<file path="src/rtl/core/skf_pkg.sv">
// Package for the scalar Kalman filter: widths, codes and control types.
package skf_pkg;

  localparam int SAMPLE_WIDTH   = 16;
  localparam int GAIN_FRAC_BITS = 16;

  localparam int VAL_W   = 24;                      // estimate, covariance, noise terms
  localparam int DEN_W   = VAL_W + 1;               // pm + R
  localparam int REM_W   = DEN_W + 1;               // divider partial remainder
  localparam int GAIN_W  = GAIN_FRAC_BITS + 1;      // gain, 0 .. 1.0
  localparam int MAG_W   = VAL_W + 1;               // |s - x|
  localparam int PROD_W  = MAG_W + GAIN_W;          // shared multiplier product
  localparam int STEP_W  = PROD_W + 1 - GAIN_FRAC_BITS;
  localparam int NX_W    = STEP_W + 1;              // x +/- step before clamp
  localparam int EXT_W   = (SAMPLE_WIDTH + 8 > VAL_W) ? SAMPLE_WIDTH + 8 : VAL_W;
  localparam int DIV_STEPS = GAIN_FRAC_BITS + 1;
  localparam int CNT_W   = $clog2(DIV_STEPS + 1);

  localparam int CFG_IDX_W  = 8;
  localparam int CFG_DATA_W = 32;

  localparam logic [CFG_IDX_W-1:0] REG_PROCESS_NOISE = CFG_IDX_W'(0);
  localparam logic [CFG_IDX_W-1:0] REG_MEASURE_NOISE = CFG_IDX_W'(1);

  localparam logic [VAL_W-1:0] PROCESS_NOISE_RST = VAL_W'(6554);
  localparam logic [VAL_W-1:0] MEASURE_NOISE_RST = VAL_W'(66);

  localparam logic [GAIN_W-1:0] GAIN_ONE  = GAIN_W'(1) << GAIN_FRAC_BITS;
  localparam logic [PROD_W:0]   ROUND_HALF = (PROD_W + 1)'(1) << (GAIN_FRAC_BITS - 1);

  typedef enum logic [6:0] {
    ST_IDLE = 7'b0000001,
    ST_PREP = 7'b0000010,
    ST_DIV  = 7'b0000100,
    ST_MULX = 7'b0001000,
    ST_MULP = 7'b0010000,
    ST_UPDP = 7'b0100000,
    ST_DONE = 7'b1000000
  } state_t;

  typedef struct packed {
    logic accept;     // latch sample, form predicted covariance
    logic prep;       // form divisor, seed divider
    logic div_step;   // one quotient bit
    logic mul_x;      // product for the estimate step
    logic mul_p;      // update estimate, product for covariance
    logic upd_p;      // update covariance
    logic load_out;   // move estimate into output register
  } cmd_t;

  typedef struct packed {
    logic out_free;   // output register can take a beat this cycle
  } sts_t;

endpackage

</file>
<file path="src/rtl/core/skf_intf.sv">
// Channel interfaces: sample input, estimate output, configuration writes.
interface skf_sample_if;
  import skf_pkg::*;
  logic                           valid;
  logic                           ready;
  logic signed [SAMPLE_WIDTH-1:0] sample;
  modport source (output valid, output sample, input ready);
  modport sink (input valid, input sample, output ready);
endinterface

interface skf_estimate_if;
  import skf_pkg::*;
  logic                    valid;
  logic                    ready;
  logic signed [VAL_W-1:0] estimate;
  modport source (output valid, output estimate, input ready);
  modport sink (input valid, input estimate, output ready);
endinterface

interface skf_cfg_if;
  import skf_pkg::*;
  logic                  valid;
  logic                  ready;
  logic [CFG_IDX_W-1:0]  index;
  logic [CFG_DATA_W-1:0] data;
  modport source (output valid, output index, output data, input ready);
  modport sink (input valid, input index, input data, output ready);
endinterface

</file>
<file path="src/rtl/core/skf_ctrl.sv">
// Controller FSM: sequences accept, divide, two multiplies and output load.
module skf_ctrl (
  input  logic          clk,
  input  logic          rst,
  input  logic          in_valid,
  output logic          in_ready,
  input  skf_pkg::sts_t sts,
  output skf_pkg::cmd_t cmd
);
  import skf_pkg::*;

  state_t           state, state_next;
  logic [CNT_W-1:0] cnt, cnt_next;

  always_comb begin
    state_next = state;
    cnt_next   = cnt;
    cmd        = '0;
    in_ready   = 1'b0;
    case (state)
      ST_IDLE: begin
        in_ready = 1'b1;
        if (in_valid) begin
          cmd.accept = 1'b1;
          state_next = ST_PREP;
        end
      end
      ST_PREP: begin
        cmd.prep   = 1'b1;
        cnt_next   = '0;
        state_next = ST_DIV;
      end
      ST_DIV: begin
        cmd.div_step = 1'b1;
        cnt_next     = cnt + CNT_W'(1);
        if (cnt == CNT_W'(DIV_STEPS - 1)) state_next = ST_MULX;
      end
      ST_MULX: begin
        cmd.mul_x  = 1'b1;
        state_next = ST_MULP;
      end
      ST_MULP: begin
        cmd.mul_p  = 1'b1;
        state_next = ST_UPDP;
      end
      ST_UPDP: begin
        cmd.upd_p  = 1'b1;
        state_next = ST_DONE;
      end
      ST_DONE: begin
        if (sts.out_free) begin
          cmd.load_out = 1'b1;
          state_next   = ST_IDLE;
        end
      end
      default: state_next = ST_IDLE;
    endcase
  end

  always_ff @(posedge clk) begin
    if (rst) begin
      state <= ST_IDLE;
      cnt   <= '0;
    end else begin
      state <= state_next;
      cnt   <= cnt_next;
    end
  end

endmodule

</file>
<file path="src/rtl/core/skf_dp.sv">
// Datapath: noise registers, filter state, restoring divider, shared multiplier.
module skf_dp (
  input  logic                                   clk,
  input  logic                                   rst,
  input  skf_pkg::cmd_t                          cmd,
  output skf_pkg::sts_t                          sts,
  input  logic signed [skf_pkg::SAMPLE_WIDTH-1:0] sample,
  input  logic                                   cfg_we,
  input  logic [skf_pkg::CFG_IDX_W-1:0]          cfg_index,
  input  logic [skf_pkg::CFG_DATA_W-1:0]         cfg_data,
  output logic                                   out_valid,
  input  logic                                   out_ready,
  output logic signed [skf_pkg::VAL_W-1:0]       out_estimate
);
  import skf_pkg::*;

  localparam logic signed [EXT_W-1:0] S_MAX = EXT_W'(signed'(VAL_W'(8388607)));
  localparam logic signed [EXT_W-1:0] S_MIN = -S_MAX - EXT_W'(1);
  localparam logic signed [NX_W-1:0]  X_MAX = NX_W'(S_MAX);
  localparam logic signed [NX_W-1:0]  X_MIN = NX_W'(S_MIN);

  logic [VAL_W-1:0]        proc_noise, meas_noise;
  logic signed [VAL_W-1:0] est_x;
  logic [VAL_W-1:0]        cov_p;
  logic signed [VAL_W-1:0] samp_s;
  logic [VAL_W-1:0]        pm;
  logic [DEN_W-1:0]        den;
  logic [REM_W-1:0]        rem;
  logic [GAIN_W-1:0]       quo;
  logic [PROD_W-1:0]       prod;

  // sample scaled to Q15.8 with saturation
  logic signed [EXT_W-1:0] samp_ext, samp_sc;
  logic signed [VAL_W-1:0] samp_sat;
  always_comb begin
    samp_ext = EXT_W'(sample);
    samp_sc  = samp_ext <<< 8;
    if (samp_sc > S_MAX)      samp_sat = S_MAX[VAL_W-1:0];
    else if (samp_sc < S_MIN) samp_sat = S_MIN[VAL_W-1:0];
    else                      samp_sat = samp_sc[VAL_W-1:0];
  end

  // predicted covariance, saturating
  logic [VAL_W:0] pm_sum;
  assign pm_sum = {1'b0, cov_p} + {1'b0, proc_noise};

  // divider step
  logic           div_ge;
  logic [REM_W-1:0] div_sub;
  assign div_ge  = rem >= {1'b0, den};
  assign div_sub = div_ge ? rem - {1'b0, den} : rem;

  logic [GAIN_W-1:0] gain;
  assign gain = (den == '0) ? '0 : quo;

  // estimate step
  logic signed [MAG_W-1:0] diff;
  logic                    neg;
  logic [MAG_W-1:0]        mag;
  assign diff = MAG_W'(samp_s) - MAG_W'(est_x);
  assign neg  = diff[MAG_W-1];
  assign mag  = neg ? MAG_W'(-diff) : MAG_W'(diff);

  // shared multiplier
  logic [MAG_W-1:0]  mul_a;
  logic [GAIN_W-1:0] mul_b;
  assign mul_a = cmd.mul_p ? MAG_W'(pm) : mag;
  assign mul_b = cmd.mul_p ? GAIN_ONE - gain : gain;

  logic [PROD_W:0]          prod_rnd;
  logic [STEP_W-1:0]        step;
  logic signed [NX_W-1:0]   nx;
  logic signed [VAL_W-1:0]  nx_sat;
  always_comb begin
    prod_rnd = {1'b0, prod} + ROUND_HALF;
    step     = prod_rnd[PROD_W:GAIN_FRAC_BITS];
    nx       = neg ? NX_W'(est_x) - NX_W'({1'b0, step})
                   : NX_W'(est_x) + NX_W'({1'b0, step});
    if (nx > X_MAX)      nx_sat = X_MAX[VAL_W-1:0];
    else if (nx < X_MIN) nx_sat = X_MIN[VAL_W-1:0];
    else                 nx_sat = nx[VAL_W-1:0];
  end

  always_ff @(posedge clk) begin
    if (rst) begin
      proc_noise <= PROCESS_NOISE_RST;
      meas_noise <= MEASURE_NOISE_RST;
      est_x      <= '0;
      cov_p      <= '0;
      out_valid  <= 1'b0;
    end else begin
      if (cfg_we && cfg_index == REG_PROCESS_NOISE) proc_noise <= cfg_data[VAL_W-1:0];
      if (cfg_we && cfg_index == REG_MEASURE_NOISE) meas_noise <= cfg_data[VAL_W-1:0];
      if (cmd.mul_p) est_x <= nx_sat;
      if (cmd.upd_p) cov_p <= prod_rnd[GAIN_FRAC_BITS +: VAL_W];
      if (cmd.load_out)                 out_valid <= 1'b1;
      else if (out_valid && out_ready)  out_valid <= 1'b0;
    end
  end

  always_ff @(posedge clk) begin
    if (cmd.accept) begin
      samp_s <= samp_sat;
      pm     <= pm_sum[VAL_W] ? '1 : pm_sum[VAL_W-1:0];
    end
    if (cmd.prep) begin
      den <= {1'b0, pm} + {1'b0, meas_noise};
      rem <= REM_W'(pm);
      quo <= '0;
    end
    if (cmd.div_step) begin
      rem <= {div_sub[REM_W-2:0], 1'b0};
      quo <= {quo[GAIN_W-2:0], div_ge};
    end
    if (cmd.mul_x || cmd.mul_p) prod <= mul_a * mul_b;
    if (cmd.load_out) out_estimate <= est_x;
  end

  assign sts.out_free = !out_valid || out_ready;

endmodule

</file>
<file path="src/rtl/core/scalar_kalman_filter_top.sv">
// Top level of the scalar Kalman filter: channels, controller and datapath.
//
// Usage:
//   samples   - sink channel; one beat carries one signed raw sensor sample.
//   estimates - source channel; one beat carries the filtered estimate
//               (signed Q15.8) that results from one sample.
//   cfg       - write-only channel; index 0 sets process noise Q, index 1
//               sets measurement noise R (unsigned Q8.16, low 24 bits of data).
//               Other indices are ignored. cfg.ready is always high; write only
//               while the filter is idle.
// Timing: one sample in flight at a time. After the input beat, a setup
//   state, the restoring divider (one gain bit per cycle), two multiplier
//   states and one covariance update state precede the output load. A new
//   sample is taken only once the estimate has moved into the output
//   register. The divider takes the largest share of the time per sample.
// Stall: the output register holds the estimate until taken; if it is still
//   full when the next result is ready, the filter waits and samples.ready
//   stays low.
// Reset (rst, synchronous): estimate and covariance clear to zero, Q and R
//   return to their defaults, the output register empties.
module scalar_kalman_filter_top (
  input logic      clk,
  input logic      rst,
  skf_sample_if.sink     samples,
  skf_estimate_if.source estimates,
  skf_cfg_if.sink        cfg
);
  import skf_pkg::*;

  cmd_t cmd;
  sts_t sts;

  // configuration channel never stalls
  assign cfg.ready = 1'b1;

  skf_ctrl u_ctrl (
    .clk      (clk),
    .rst      (rst),
    .in_valid (samples.valid),
    .in_ready (samples.ready),
    .sts      (sts),
    .cmd      (cmd)
  );

  skf_dp u_dp (
    .clk          (clk),
    .rst          (rst),
    .cmd          (cmd),
    .sts          (sts),
    .sample       (samples.sample),
    .cfg_we       (cfg.valid),
    .cfg_index    (cfg.index),
    .cfg_data     (cfg.data),
    .out_valid    (estimates.valid),
    .out_ready    (estimates.ready),
    .out_estimate (estimates.estimate)
  );

endmodule

</file>
<file path="src/flat_wrapper.sv">
// flat-port wrapper written by rule: the top's interface ports become plain ports
module scalar_kalman_filter_top_flat import skf_pkg::*;
  (clk, rst, samples_valid, samples_sample, samples_ready, estimates_valid, estimates_estimate, estimates_ready, cfg_valid, cfg_index, cfg_data, cfg_ready);
  skf_sample_if samples_i ();
  skf_estimate_if estimates_i ();
  skf_cfg_if cfg_i ();
  input logic clk;
  input logic rst;
  input wire logic [$bits(samples_i.valid)-1:0] samples_valid;
  input wire logic [$bits(samples_i.sample)-1:0] samples_sample;
  output wire logic [$bits(samples_i.ready)-1:0] samples_ready;
  output wire logic [$bits(estimates_i.valid)-1:0] estimates_valid;
  output wire logic [$bits(estimates_i.estimate)-1:0] estimates_estimate;
  input wire logic [$bits(estimates_i.ready)-1:0] estimates_ready;
  input wire logic [$bits(cfg_i.valid)-1:0] cfg_valid;
  input wire logic [$bits(cfg_i.index)-1:0] cfg_index;
  input wire logic [$bits(cfg_i.data)-1:0] cfg_data;
  output wire logic [$bits(cfg_i.ready)-1:0] cfg_ready;
  assign samples_i.valid = samples_valid;
  assign samples_i.sample = samples_sample;
  assign samples_ready = samples_i.ready;
  assign estimates_valid = estimates_i.valid;
  assign estimates_estimate = estimates_i.estimate;
  assign estimates_i.ready = estimates_ready;
  assign cfg_i.valid = cfg_valid;
  assign cfg_i.index = cfg_index;
  assign cfg_i.data = cfg_data;
  assign cfg_ready = cfg_i.ready;
  scalar_kalman_filter_top u_core (.clk(clk), .rst(rst), .samples(samples_i), .estimates(estimates_i), .cfg(cfg_i));
endmodule
</file>
<file path="config.mk">
export PLATFORM = sky130hd
export DESIGN_NAME = scalar_kalman_filter_top_flat
export DESIGN_NICKNAME = d
export VERILOG_FILES = /design/src/rtl/core/skf_pkg.sv /design/src/rtl/core/skf_intf.sv /design/src/rtl/core/skf_ctrl.sv /design/src/rtl/core/skf_dp.sv /design/src/rtl/core/scalar_kalman_filter_top.sv /design/src/flat_wrapper.sv
export SDC_FILE = /design/constraint.sdc
export NUM_CORES = 2
export LEC_CHECK = 0
export BUFFER_PORTS_ARGS = -buffer_cell sky130_fd_sc_hd__buf_4
export CORE_ASPECT_RATIO = 1.4
export CORE_MARGIN = 4
export CORE_UTILIZATION = 50
export DETAILED_ROUTE_END_ITERATION = 6
export GPL_TIMING_DRIVEN = 1
export PLACE_DENSITY = 0.78
export SYNTH_ARGS = -nofsm -noshare
export SYNTH_HDL_FRONTEND = slang
export SYNTH_SLANG_ARGS = --single-unit
</file>
<file path="constraint.sdc">
create_clock -name clk -period 8 [get_ports clk]
set_input_delay 1.6 -clock clk [delete_from_list [all_inputs] [get_ports clk]]
set_output_delay 1.6 -clock clk [all_outputs]
set_load 0.1 [all_outputs]
</file>
After elaboration in Yosys (flattened, before gate mapping) --
Index checks and enable logic that the tools add are counted.
Cells by class: add/subtract/negate cells 10, $mul 1, magnitude comparators 5, equal/unequal tests 12, multiplexer cells 30, reduce and logical (&&, ||, !) cells 12
Operators with widths (number):
- 25-bit 2-to-1 mux | 3
- 24-bit 2-to-1 mux | 3
- 17-bit 2-to-1 mux | 4
- 26-bit 2-to-1 mux | 2
- 24-bit by 24-bit adder with 25-bit output | 2
- 7-bit case mux with 7 select lines | 1
- 42-bit by 16-bit adder with 43-bit output (second input constant) | 1
- 25-bit by 17-bit multiplier with 42-bit output | 1
- 28-bit by 27-bit adder with 28-bit output | 1
- 28-bit by 24-bit > comparator with 1-bit output (second input constant) | 1
- 28-bit by 24-bit < comparator with 1-bit output (second input constant) | 1
- 28-bit 2-to-1 mux | 1
- 28-bit by 27-bit subtractor with 28-bit output | 1
- 26-bit by 25-bit greater-or-equal comparator with 1-bit output | 1
- 25-bit zero test | 1
- 25-bit negation | 1
- 24-bit by 24-bit subtractor with 25-bit output | 1
- 25-bit subtractor | 1
- 24-bit > comparator (second input constant) | 1
- 24-bit < comparator (second input constant) | 1
- 7-bit 2-to-1 mux | 3
- 17-bit subtractor (first input constant) | 1
- 1-bit 2-to-1 mux | 12
- 5-bit case mux with 2 select lines | 1
- other kinds (18) | 24
Word-level totals: register bits 291, output and inout bits 27, logic and storage cells 85

Logic depth before layout (Yosys ltp) --
depth after elaboration 6, depth in mapped cells 39, gate-level depth less buffers 36

By module --
From an unflattened synthesis, not the netlist that was laid out.
Unflattened totals: cells, all modules 3605, area, all modules 31869.3 um2
Modules (own cells, without submodules):
- skf_dp | times used 1, cells each 3512, area each 31079.8 um2, sequential area each 6706.4 um2
- skf_ctrl | times used 1, cells each 91, area each 778.2 um2, sequential area each 240.2 um2
- scalar_kalman_filter_top | times used 1, cells each 2, area each 11.3 um2, sequential area each 0.0 um2

Worst setup path before layout --
No wires, ideal clock.
path kind reg-to-reg, from register u_core.u_dp.den[24], to register u_core.u_dp.prod[38], data pin, arrival 8.404 ns, required time 7.742 ns, setup slack -0.662 ns, cell stages (with the launch flop) 34, buffers on the path 3, cell sequence edfxtp_1 -> nor4_1 -> nand4_1 -> or2_2 -> clkbuf_1 -> clkbuf_1 -> and2_1 -> inv_1 -> ha_1 -> o21a_1 -> o21ai_0 -> o311a_1 -> nor3_2 -> clkbuf_1 -> nor2_1 -> fa_1 -> fa_1 -> fa_1 -> fa_1 -> fa_1 -> inv_1 -> fa_1 -> inv_1 -> ha_1 -> a21oi_1 -> nand3_1 -> nor2_1 -> nand2_1 -> a21o_1 -> a21o_1 -> o21ai_0 -> a21oi_1 -> a21o_1 -> xor2_1
On the way: longest elaborated chain between the ends 5
RTL lines:
- start: declaration | line skf_dp.sv:27 | logic [DEN_W-1:0] den;
- start signal: assignment | line skf_dp.sv:107 | den <= {1'b0, pm} + {1'b0, meas_noise};
- 25-bit zero test * | line skf_dp.sv:54 | assign gain = (den == '0) ? '0 : quo;
- 17-bit 2-to-1 mux * | line skf_dp.sv:54
- 17-bit subtractor | line skf_dp.sv:68 | assign mul_b = cmd.mul_p ? GAIN_ONE - gain : gain;
- 17-bit 2-to-1 mux * | line skf_dp.sv:68
- 25-bit by 17-bit multiplier with 42-bit output * | line skf_dp.sv:115 | if (cmd.mul_x || cmd.mul_p) prod <= mul_a * mul_b;
- end signal: assignment | line skf_dp.sv:115
- end: declaration | line skf_dp.sv:30 | logic [PROD_W-1:0] prod;
Every way passes the cells marked *; elsewhere a longest branch is shown, timed or not. A chain may end at the register's enable or synchronous reset.

Worst setup path in the final report --
from register u_core.u_dp.samp_s[8], to register u_core.u_dp.prod[31], data pin
On the way: longest elaborated chain between the ends 5
RTL lines:
- start: declaration | line skf_dp.sv:25 | logic signed [VAL_W-1:0] samp_s;
- start signal: assignment | line skf_dp.sv:103 | samp_s <= samp_sat;
- 24-bit by 24-bit subtractor with 25-bit output * | line skf_dp.sv:60 | assign diff = MAG_W'(samp_s) - MAG_W'(est_x);
- 25-bit negation | line skf_dp.sv:62 | assign mag = neg ? MAG_W'(-diff) : MAG_W'(diff);
- 25-bit 2-to-1 mux * | line skf_dp.sv:62
- 25-bit 2-to-1 mux * | line skf_dp.sv:67 | assign mul_a = cmd.mul_p ? MAG_W'(pm) : mag;
- 25-bit by 17-bit multiplier with 42-bit output * | line skf_dp.sv:115
Marks and branches as above.

==> impl_results.md <==
* Slew headroom at 22.09%
* R2r startpoint: u_core.u_dp.samp_s[8]
* Setup TNS at -8243 ps
* Worst-Margin Slew at 1169 ps
* R2R Setup Slk at -640 ps
* Critical Path RT at 8350 ps
* Rows at 108
* TritonCTS clock tree: yes
* Register area share after synthesis at 22.04%
* Hold/Removal Path Class: register to register
* DRC Markers at 13
* Area delta synth->final at 20.82%
* Syn_area_per_cell at 8.909 um2
* Worst-Skew Late Latency at 600 ps
* CTS Root Cell: clkbuf_16
* Core area at 0.06229 mm2
* PortBufs at 78
* CP max-delay cell: or4_4
* Dpl ws at -752.6 ps
* Initial antenna violation count at 3
* Worst hold path startpoint: u_core.u_dp.proc_noise[21]
* Vias at 27880
* Dominant synthesized flop cell: edfxtp_1
* Worst setup margin at -636.9 ps
* Pre-antenna DRT Iters at 7
* Crit. End Element: register
* Final net count at 4617
* Unique masters post-synth at 105
* Die area at 0.06718 mm2
* CP Class: register to register
* H-tree Lvls at 1
* Clk_skew at 51.72 ps
* Largest register FFs at 27
* Gate Count Post-Synth at 3538
* Critical Path Start Type: register
* Layout cell share with drive strength beyond 1 at 21.78%
* Final wirelength at 97030 um
* Biggest register: u_core.u_dp.prod
* DIE WIDTH at 220.2 um
* Num CTS Buffers at 28
* Final period util at 108.0%
* Worst r2r dst: u_core.u_dp.prod[31]
* CTS Sinks at 268
* Max Slew Vio Count at 0
* Number of synthesized flops with an enable pin at 158
* Outcome: finished with violations
* Critical path fanouts, max at 5
* HPWL Detailed at 77330 um
* Final Cell Area at 0.03808 mm2
* GRT overflow at 0
* # hold bufs at CTS at 0
* Clock-pin slew on the worst setup and hold paths at 70 ps
* Async S/R FF share, synth at 0%
* Max frequency at 115.8 MHz
* DR WL/cell at 20.12 um
* Via density per instance at 5.781
* Top Family by Delay on Critical Path: adder cells
* RePlAce Congestion at 0.9942
* Worst reg2reg path depth at 34
* Die H at 305.1 um
* Crit path DAT at 8990 ps
* Hold Path Sink: u_core.u_dp.proc_noise[21]
* Buffers and inverters on the worst path at 6
* Core Util, Final at 61.14%
* Hold Vio Cnt, Final at 0
* Max-cap violations at 0
* Largest net degree at the start of global routing at 110
* Top cell by count, worst path: fa_1
* Fill cells at 5029
* Syn. warnings at 0
* CP max stage delay at 590 ps
* Starting Density at 50.60%
* Failing checks: DRC, setup timing
* Min cycle time layout at 8637 ps
* Placed Instance Area at 0.03589 mm2
* Netlist Area Pre-Place at 0.03152 mm2
* Max Root-Sink Buffers at 3
* Flops & latches, synth at 268
* Global-route wire length before repair at 152400 um
* Hold Path Depth at 2
* Setup violations, final at 20
* RSZ-0062 raised after global routing: yes
* Syn Nets at 4183
* IO Count at 88
* Routed Antenna Nets at 0
* Initial DRC Count at 2131
* Tot GR Track Use at 28.91%
* Biggest regs: u_core.u_dp.prod (27), u_core.u_dp.rem (26), u_core.u_dp.den (25)
* Vias in the first global route at 28740
==> timing repair <==
action,CTS,global route
cloned,2,0
buffers inserted,49,10
resized for setup,133,65
endpoints found under the setup margin,25,27
pin swaps,118,27
==> worst reg2reg max path: cells and delay by family, from the launching register on <==
kind                     cells  cell delay (ps)
AO/OA/AOI/OAI                8             1720
XOR/XNOR                     3              580
adder cells (fa/ha/maj)      8             3500
buffers and inverters        6              530
flip-flops                   1              430
AND/OR/NAND/NOR              9             1650
==> Yosys cell counts, types with 5 or more instances <==
| cell type | n | area share [%] |
|---|---|---|
| o32ai_1 | 23 | 0.64 |
| nand3b_1 | 16 | 0.38 |
| mux2i_1 | 65 | 2.1 |
| edfxtp_1 | 158 | 15 |
| nor2_1 | 340 | 4.0 |
| o31ai_1 | 9 | 0.21 |
| o211ai_1 | 12 | 0.29 |
| mux2_2 | 14 | 0.50 |
| and2_1 | 62 | 1.2 |
| nor4_2 | 7 | 0.28 |
| inv_1 | 472 | 5.6 |
| a21oi_1 | 152 | 2.4 |
| nor4_1 | 23 | 0.46 |
| nor3b_1 | 9 | 0.21 |
| or4_1 | 5 | 0.12 |
| o21ai_1 | 6 | 0.095 |
| a21o_1 | 66 | 1.6 |
| nand4_1 | 17 | 0.34 |
| clkbuf_1 | 102 | 1.2 |
| xor2_1 | 86 | 2.4 |
| nand3_1 | 74 | 1.2 |
| and3_1 | 29 | 0.58 |
| o21ai_0 | 124 | 2.0 |
| fa_1 | 346 | 22 |
| buf_1 | 10 | 0.12 |
| a31oi_1 | 22 | 0.44 |
| buf_4 | 11 | 0.26 |
| nand2_1 | 433 | 5.2 |
| nor3_1 | 38 | 0.60 |
| o21bai_1 | 11 | 0.26 |
| a211o_1 | 10 | 0.28 |
| dfxtp_1 | 110 | 7.0 |
| ha_1 | 238 | 9.4 |
| nor2_2 | 10 | 0.20 |
| buf_2 | 18 | 0.29 |
| xnor2_1 | 122 | 3.4 |
| or3_1 | 37 | 0.73 |
| o21a_1 | 18 | 0.43 |
| a31o_2 | 9 | 0.25 |
| a211oi_1 | 32 | 0.76 |
| a21boi_0 | 8 | 0.19 |
| nand2b_1 | 22 | 0.44 |
| nor2b_1 | 22 | 0.44 |
| or2_2 | 22 | 0.44 |
==> worst max-delay path by stage <==
stage	startpoint	endpoint	cells past startpoint	slack, ps
3_3_place_gp	u_core.u_dp.samp_s[8]	u_core.u_dp.prod[33]	32	-720
3_5_place_dp	u_core.u_dp.samp_s[10]	u_core.u_dp.prod[34]	30	-750
2_1_floorplan	u_core.u_dp.est_x[0]	u_core.u_dp.prod[31]	37	-200
4_1_cts	u_core.u_dp.samp_s[8]	u_core.u_dp.prod[31]	35	-490
5_1_grt	u_core.u_dp.samp_s[8]	u_core.u_dp.prod[31]	33	-940
6_report	u_core.u_dp.samp_s[8]	u_core.u_dp.prod[31]	34	-640
==> stage by stage <==
stage | hold WS (ps) | std cells
final | 468.5 | 4822
after global routing | 493.3 | 4821
after CTS | 466.2 | 4810
after detailed placement | 457.3 | 4709
after global placement | 451.7 | 4709
after floorplan | 430.9 | 3538
==> routing by layer <==
metal  GRT usage [%]  vias up  routed length, um
met2           50.23     1123              48540
li1                -    12680                  -
met5               0        -                  0
met1           31.86    13670              33410
met4           20.27        0               8612
met3           4.564      407               6472
==> area by class of cell <==
type	instances	area (um2)	share of cell area, %
Clock inverter	21	215.2	0.5651
Inverter	472	1774	4.659
Antenna cell	3	7.507	0.01971
Multi-Input combinational cell	2653	23000	60.39
Clock buffer	31	711.9	1.869
Tap cell	825	1032	2.710
Sequential cell	268	6948	18.24
Timing Repair Buffer	549	4395	11.54
==> kinds of logic (layout without fill, tap and decap cells) <==
| family | count (synthesis) | after routing | share of synthesized area, % |
|---|---|---|---|
| AOI/OAI and AO/OA | 581 | 581 | 12.48 |
| adders and majority gates | 584 | 584 | 31.42 |
| and+or+nand+nor | 1200 | 1200 | 18.06 |
| DFF | 268 | 268 | 22.04 |
| xor gates and xnor gates | 208 | 208 | 5.779 |
| other | 1 | 4 | 0.01190 |
| muxes | 79 | 79 | 2.564 |
| buffers and inverters | 617 | 1073 | 7.645 |
==> cell usage in the layout, fill, tap and decap left out, types with 19 or more instances in the layout <==
cell,instances
nor3_1,36
buf_4,509
fa_1,331
xor2_1,85
clkbuf_16,28
or3_1,36
edfxtp_1,158
a31oi_1,19
nor2_1,332
nand2_1,415
o21ai_0,107
and3_1,27
a21o_1,66
a21oi_1,128
xnor2_1,121
ha_1,216
inv_2,23
nand2b_1,22
or2_2,22
a21oi_2,26
nand3_1,72
and2_1,59
dfxtp_1,109
buf_6,25
a211oi_1,29
o32ai_1,23
mux2i_1,60
inv_1,448
nor2b_1,20
Power is not shown: default switching activity piles up to over one toggle a cycle in this logic, so the estimate is an artifact.
